[src/plb_pkg.sv]
`timescale 1ns / 1ps

package plb_pkg;

  localparam int unsigned DEPTH = 16;
  localparam int unsigned VAL_W = 32;
  localparam int unsigned POS_W = 4;
  localparam int unsigned CMD_W = 3;
  localparam int unsigned IDX_W = (DEPTH > 1) ? $clog2(DEPTH) : 1;
  localparam int unsigned CNT_W = $clog2(DEPTH + 1);

  typedef enum logic [CMD_W-1:0] {
    CMD_APPEND  = 3'd0,
    CMD_INSERT  = 3'd1,
    CMD_POP     = 3'd2,
    CMD_DEQUEUE = 3'd3,
    CMD_DELETE  = 3'd4
  } cmd_e;

  typedef enum logic [1:0] {
    ST_OK    = 2'd0,
    ST_FULL  = 2'd1,
    ST_EMPTY = 2'd2,
    ST_RANGE = 2'd3
  } status_e;

  typedef enum logic [1:0] {
    OP_NONE,
    OP_INSERT,
    OP_REMOVE
  } op_e;

  // Broadcast from the control unit to every cell.
  typedef struct packed {
    op_e                    op;
    logic [IDX_W-1:0]       at;
    logic signed [VAL_W-1:0] value;
  } ctl_t;

endpackage

[src/plb_cell.sv]
`timescale 1ns / 1ps

module plb_cell (
  input  logic                            clk_i,
  input  logic                            en_i,
  input  plb_pkg::ctl_t                   ctl_i,
  input  logic [plb_pkg::IDX_W-1:0]       idx_i,
  input  logic signed [plb_pkg::VAL_W-1:0] left_i,
  input  logic signed [plb_pkg::VAL_W-1:0] right_i,
  output logic signed [plb_pkg::VAL_W-1:0] q_o,
  output logic                            hit_o
);
  import plb_pkg::*;

  logic signed [VAL_W-1:0] entry_q, entry_d;

  assign hit_o = (idx_i == ctl_i.at);

  always_comb begin
    entry_d = entry_q;
    unique case (ctl_i.op)
      OP_INSERT: begin
        if (idx_i == ctl_i.at) entry_d = ctl_i.value;
        else if (idx_i > ctl_i.at) entry_d = left_i;
      end
      OP_REMOVE: begin
        if (idx_i >= ctl_i.at) entry_d = right_i;
      end
      default: entry_d = entry_q;
    endcase
  end

  always_ff @(posedge clk_i) begin
    if (en_i) entry_q <= entry_d;
  end

  assign q_o = entry_q;

endmodule

[src/plb_ctrl.sv]
`timescale 1ns / 1ps

module plb_ctrl (
  input  logic [plb_pkg::CMD_W-1:0]        cmd_i,
  input  logic signed [plb_pkg::VAL_W-1:0] value_i,
  input  logic [plb_pkg::POS_W-1:0]        position_i,
  input  logic [plb_pkg::CNT_W-1:0]        count_i,
  output plb_pkg::ctl_t                    ctl_o,
  output plb_pkg::status_e                 status_o,
  output logic [plb_pkg::CNT_W-1:0]        count_o
);
  import plb_pkg::*;

  localparam int unsigned CMP_W = POS_W + CNT_W;

  logic full, empty, pos_lt_cnt;
  logic [CNT_W-1:0] last;

  assign full       = (count_i == CNT_W'(DEPTH));
  assign empty      = (count_i == '0);
  assign last       = count_i - CNT_W'(1);
  assign pos_lt_cnt = (CMP_W'(position_i) < CMP_W'(count_i));

  always_comb begin
    ctl_o.op    = OP_NONE;
    ctl_o.at    = '0;
    ctl_o.value = value_i;
    status_o    = ST_OK;
    count_o     = count_i;
    unique case (cmd_i)
      CMD_APPEND, CMD_INSERT: begin
        if (full) begin
          status_o = ST_FULL;
        end else begin
          ctl_o.op = OP_INSERT;
          // Insert past the end lands on the tail.
          if (cmd_i == CMD_INSERT && pos_lt_cnt) ctl_o.at = IDX_W'(position_i);
          else ctl_o.at = IDX_W'(count_i);
          count_o = count_i + CNT_W'(1);
        end
      end
      CMD_POP, CMD_DEQUEUE, CMD_DELETE: begin
        if (empty) begin
          status_o = ST_EMPTY;
        end else if (cmd_i == CMD_DELETE && !pos_lt_cnt) begin
          status_o = ST_RANGE;
        end else begin
          ctl_o.op = OP_REMOVE;
          if (cmd_i == CMD_POP) ctl_o.at = IDX_W'(last);
          else if (cmd_i == CMD_DELETE) ctl_o.at = IDX_W'(position_i);
          else ctl_o.at = '0;
          count_o = last;
        end
      end
      default: ;
    endcase
  end

endmodule

[src/positional_list_buffer_core.sv]
`timescale 1ns / 1ps

// Positional list buffer: ordered list of up to DEPTH signed 32-bit values.
// Input channel (in_valid_i / in_stall_o) carries one command item: cmd_i,
// value_i, position_i. Commands: append, insert at position (clamped to the
// tail), pop tail, dequeue head, delete at position.
// Output channel (out_valid_o / out_stall_i) returns one item per command:
// removed value (zero otherwise), status and the length after the command.
// Latency: result is registered, visible the cycle after acceptance.
// Throughput: one item per cycle while in_stall_o is low. Each cell of the chain
// keeps its value or loads its left neighbor, its right neighbor or the new value
// in the same cycle, so the whole list shifts at once.
// Stall: a stalled result holds; a new item is still taken while the
// output register is empty or empties in the same cycle, otherwise in_stall_o is high.
// Reset: list is empty (length zero), output invalid. Entry contents are
// not cleared; only entries below the length are ever read.
module positional_list_buffer_core (
  input  logic                             clk_i,
  input  logic                             rst_ni,
  input  logic                             in_valid_i,
  output logic                             in_stall_o,
  input  logic [plb_pkg::CMD_W-1:0]        cmd_i,
  input  logic signed [plb_pkg::VAL_W-1:0] value_i,
  input  logic [plb_pkg::POS_W-1:0]        position_i,
  output logic                             out_valid_o,
  input  logic                             out_stall_i,
  output logic signed [plb_pkg::VAL_W-1:0] result_value_o,
  output plb_pkg::status_e                 status_o,
  output logic [plb_pkg::CNT_W-1:0]        length_o
);
  import plb_pkg::*;

  logic                    accept;
  logic                    shift_en;
  ctl_t                    ctl;
  status_e                 status_d, status_q;
  logic [CNT_W-1:0]        count_d, count_q;
  logic [CNT_W-1:0]        length_q;
  logic signed [VAL_W-1:0] result_d, result_q;
  logic                    out_valid_q;

  logic signed [VAL_W-1:0] cell_q   [DEPTH];
  logic [DEPTH-1:0]        cell_hit;

  // Output register frees up when empty or when taken this cycle.
  assign in_stall_o = out_valid_q && out_stall_i;
  assign accept     = in_valid_i && !in_stall_o;
  assign shift_en   = accept && (ctl.op != OP_NONE);

  plb_ctrl u_ctrl (
    .cmd_i      (cmd_i),
    .value_i    (value_i),
    .position_i (position_i),
    .count_i    (count_q),
    .ctl_o      (ctl),
    .status_o   (status_d),
    .count_o    (count_d)
  );

  // Chain of cells, head at index 0. Ends feed back their own value.
  for (genvar g = 0; g < DEPTH; g++) begin : g_cell
    plb_cell u_cell (
      .clk_i   (clk_i),
      .en_i    (shift_en),
      .ctl_i   (ctl),
      .idx_i   (IDX_W'(g)),
      .left_i  ((g == 0) ? cell_q[g] : cell_q[(g == 0) ? 0 : g - 1]),
      .right_i ((g == DEPTH - 1) ? cell_q[g] : cell_q[(g == DEPTH - 1) ? g : g + 1]),
      .q_o     (cell_q[g]),
      .hit_o   (cell_hit[g])
    );
  end

  // Removed value: the cell addressed by the command, zero otherwise.
  always_comb begin
    result_d = '0;
    if (ctl.op == OP_REMOVE) begin
      for (int i = 0; i < DEPTH; i++) begin
        result_d = result_d | (cell_hit[i] ? cell_q[i] : '0);
      end
    end
  end

  always_ff @(posedge clk_i or negedge rst_ni) begin
    if (!rst_ni) begin
      count_q     <= '0;
      out_valid_q <= 1'b0;
    end else begin
      if (accept) count_q <= count_d;
      if (accept) out_valid_q <= 1'b1;
      else if (!out_stall_i) out_valid_q <= 1'b0;
    end
  end

  always_ff @(posedge clk_i) begin
    if (accept) begin
      result_q <= result_d;
      status_q <= status_d;
      length_q <= count_d;
    end
  end

  assign out_valid_o    = out_valid_q;
  assign result_value_o = result_q;
  assign status_o       = status_q;
  assign length_o       = length_q;

endmodule

[config.mk]
export PLATFORM = sky130hd
export DESIGN_NAME = positional_list_buffer_core
export DESIGN_NICKNAME = d
export VERILOG_FILES = /design/src/plb_pkg.sv /design/src/plb_cell.sv /design/src/plb_ctrl.sv /design/src/positional_list_buffer_core.sv
export SDC_FILE = /design/constraint.sdc
export NUM_CORES = 1
export LEC_CHECK = 0
export ABC_AREA = 1
export BUFFER_PORTS_ARGS = -buffer_cell sky130_fd_sc_hd__buf_2
export CAP_MARGIN = 10
export CORE_MARGIN = 2
export CORE_UTILIZATION = 25
export CTS_BUF_LIST = sky130_fd_sc_hd__clkbuf_4
export DETAILED_ROUTE_END_ITERATION = 10
export HOLD_SLACK_MARGIN = 0.15
export PLACE_DENSITY = 0.39
export SKIP_CTS_REPAIR_TIMING = 1
export SLEW_MARGIN = 40
export SYNTH_ARGS = -nofsm -noshare
export SYNTH_HDL_FRONTEND = slang
export SYNTH_HIERARCHICAL = 1
export SYNTH_SLANG_ARGS = --single-unit
[constraint.sdc]
create_clock -name clk_i -period 5.3 [get_ports clk_i]
set_clock_uncertainty 0.05 [all_clocks]
set_input_delay 0 -clock clk_i [delete_from_list [all_inputs] [get_ports clk_i]]
set_output_delay 0 -clock clk_i [all_outputs]
set_load 0.01 [all_outputs]
==> impl_summary.txt <==
----------------------------------------------------
[Worst setup path]
  CP Data Arrival Time ... 5630 ps
  Required time of the critical path ... 6080 ps
  Element type at the critical path start ... register
  Worst setup path category ... reg -> reg
  RR Startpoint ... count_q[2]
  Critical Path Fanout Max ... 35
  FF-to-FF End ... g_cell[5].u_cell/q_o[14]
  Reg2Reg Setup Slack ... 450 ps
  Worst Reg2Reg Path Length in Cells ... 20
  Capturing element type of the critical path ... register

[Layout]
  Most common cell after layout, fill and taps aside ... nand2_1
  Layout Nets ... 6409
  Final design utilization ... 28.59%
  Most frequent cells in the layout ... 2949 x nand2_1, 1199 x inv_1, 551 x edfxtp_1
  Fraction of layout cells with a size suffix above 1 ... 10.86%
  Post-synthesis to final-layout area growth ... 13.81%

[Drt]
  Post-detailed-routing wire length ... 174.2 mm
  First-pass iteration count of the detailed router ... 5
  Routed via count divided by cell count ... 4.300
  Total number of vias ... between 30000 and 40000
  Detail-routed net length per standard cell ... 20.27 µm
  Final routed DRC violation total ... 0
  DRC violation total after the first TritonRoute iteration ... 2965
  Final antenna-violating net count ... 0

[Power]
  Leakage ... 25.12 nW
  Worst supply voltage drop on vdd ... 208.5 µV
  Pwr per Cell Area ... 384.7 nW/µm²

[Floorplan]
  Cell row count ... 148
  I/O pin total ... 84
  Die width ... 407.9 µm
  Starting Density ... between 20% and 30%
  Die Area ... 166400 µm²
  Overall die height ... 407.9 µm
  Floorplan Core Area ... 162400 µm²

[Logic synthesis]
  Number of instances in the synthesized netlist ... 6046
  Flip-flop and latch count after synthesis ... 557
  Total of warnings raised by yosys ... 6
  Count of cell types in the netlist ... 32
  Leading register cell type out of synthesis ... edfxtp_1
  FFs w/ async S/R, synth ... 1.077%
  Number of enable flip-flop cells after synthesis ... roughly 550
  Cell area after synthesis ... 40790 µm²
  Mapped Avg Cell Area ... 6.747 µm²
  Sequential element share of the synthesized area ... between 40 and 50%

[Global route]
  Grt total ovfl ... 0
  Number of global-route vias before repair ... between 30000 and 40000
  Global-route wire length before repair ... 249.2 mm
  Initial antenna violation count ... 9
  Largest net degree at the start of global routing ... 66
  All-Layer GR Usage ... 20.45%

[CTS]
  Source-to-sink clock delay at the later pin of the worst-skew pair ... around 1200 ps
  Clock H-tree levels ... 4
  Clock net sink count ... 557
  Number of buffers created by CTS ... 181
  Clock tree from TritonCTS ... yes
  Clk slew on worst S/H paths ... roughly 70 ps
  Maximum clock insertion buffer count ... 3
  Cell at the root of the clock tree ... clkbuf_4

[STA]
  Final Hold Vio Count ... 0
  Number of setup violations in the final report ... 0
  Least setup slack across all paths after layout ... 445.2 ps
  Relative max-transition margin ... 28.69%
  Fraction of the cycle the final worst path needs ... 91.60%
  Time the final worst path needs with I/O delays and setup ... 4855 ps
  Slew at the pin closest to its max-slew limit ... ~1100 ps
  Achievable frequency ... 206.0 MHz
  Unrepaired setup endpoints after global routing ... false
  Tightest hold margin ... 188.3 ps
  Final Slew Violations ... 0
  Setup TNS ... 0 ps

[Place]
  Gpl congestion ... approximately 0.83
  Pre-CTS worst setup slack ... 842.0 ps
  # port buffers ... 83
  Detailed placement HPWL ... 110.8 mm

[Job]
  Max-cap check violation count ... 0

[Hold path]
  Worst min-delay path startpoint ... position_i[1]
  Worst Hold Path EP ... g_cell[0].u_cell/q_o[3]
  Worst hold path class ... in -> reg
  Worst Hold Path Cells ... 11

[Run status]
  Outcome ... complete, no violations

----------------------------------------------------
[worst max-delay path, cell delays in order, from the launching register on]
cell,delay [ps]
dfrtp_1,470
inv_2,120
ha_1,300
nand2_1,70
nand2_1,50
dlygate4sd3_1,550
nand2_1,100
nand3_4,120
nand2_4,80
nand3_2,80
inv_2,90
buf_4,430
nand2_1,100
nand2_1,90
buf_4,300
ha_1,190
nand2_1,90
nor2_4,560
nor2_1,160
a21oi_4,180
buf_12,260
[cell type report]
class | count | area, µm²
fill | 18123 | 116000
timing repair buffer | 281 | 2557
antenna | 2 | 5.005
tap | 2175 | 2721
inverter | 1227 | 4618
clock inverter | 23 | 200.2
multi-input combinational | 4049 | 17510
clock buffer | 282 | 2117
sequential | 557 | 16700
[cell usage after synthesis (18+ instances only)]
master / count / share of area, %
edfxtp_1: 551 / 41
ha_1: 69 / 2.1
buf_2: 95 / 1.2
inv_1: 1201 / 11
nand2_1: 2952 / 27
nand3_1: 522 / 6.4
inv_2: 26 / 0.24
nand2_2: 135 / 2.1
buf_6: 103 / 2.8
nand2_4: 18 / 0.50
buf_4: 58 / 1.1
nor2_1: 206 / 1.9
xor2_1: 18 / 0.39
[state kept, by name (all words and copies together), names as in the netlist]
| name | count |
|---|---|
| status_o | 2 |
| length_o | 5 |
| out_valid_o | 1 |
| g_cell.u_cell/q_o | 512 |
| result_value_o | 32 |
| count_q | 5 |
[cells by family (layout without fill, tap and decap cells)]
family | count (synthesis) | count (layout) | share of synthesized area (%)
other | 2 | 66 | 0.01841
buffers and inverters | 1502 | 1813 | 17.03
flip-flops | 557 | 557 | 40.93
AO/OA/AOI/OAI | 33 | 33 | 0.5889
AND/OR/NAND/NOR | 3863 | 3863 | 38.89
adder cells (fa/ha/maj) | 69 | 69 | 2.116
XOR/XNOR | 20 | 20 | 0.4294
[power breakdown]
group / switching (mW) / total, mW / internal, mW
logic: 4.95 / 6.88 / 1.93
registers: 0.380 / 6.16 / 5.78
clock network: 2.25 / 4.82 / 2.57
total: 7.58 / 17.9 / 10.3
[worst max path at each step]
stage	slack, ps	end	cells after the start	startpoint
floorplan	850	g_cell[8].u_cell/q_o[0]	18	count_q[3]
global placement	870	g_cell[5].u_cell/q_o[14]	19	count_q[3]
detailed placement	840	g_cell[4].u_cell/q_o[14]	19	count_q[3]
CTS	760	g_cell[4].u_cell/q_o[6]	19	count_q[3]
global route	8	result_value_o[17]	23	count_q[2]
finish	450	g_cell[5].u_cell/q_o[14]	20	count_q[2]
[metrics by stage]
stage / power (mW) / instance area [µm²] / instances
after floorplan: 10.55 / 41020 / 6108
final: 17.86 / 46430 / 8596
after global routing: 19.05 / 46430 / 8596
after CTS: 17.99 / 45400 / 8492
after detailed placement: 13.06 / 43080 / 8187
after global placement: 13.05 / 43070 / 8187
[per-layer routing]
| layer | up-vias | track usage (%) | wire length [µm] |
|---|---|---|---|
| li1 | 18492 | - | - |
| met1 | 17178 | 27.28 | 79650 |
| met2 | 1045 | 34.18 | 81320 |
| met3 | 244 | 3.024 | 9305 |
| met4 | 4 | 5.779 | 3924 |
| met5 | - | 0 | 22 |
Note: power is estimated with default switching activity, not from simulation.
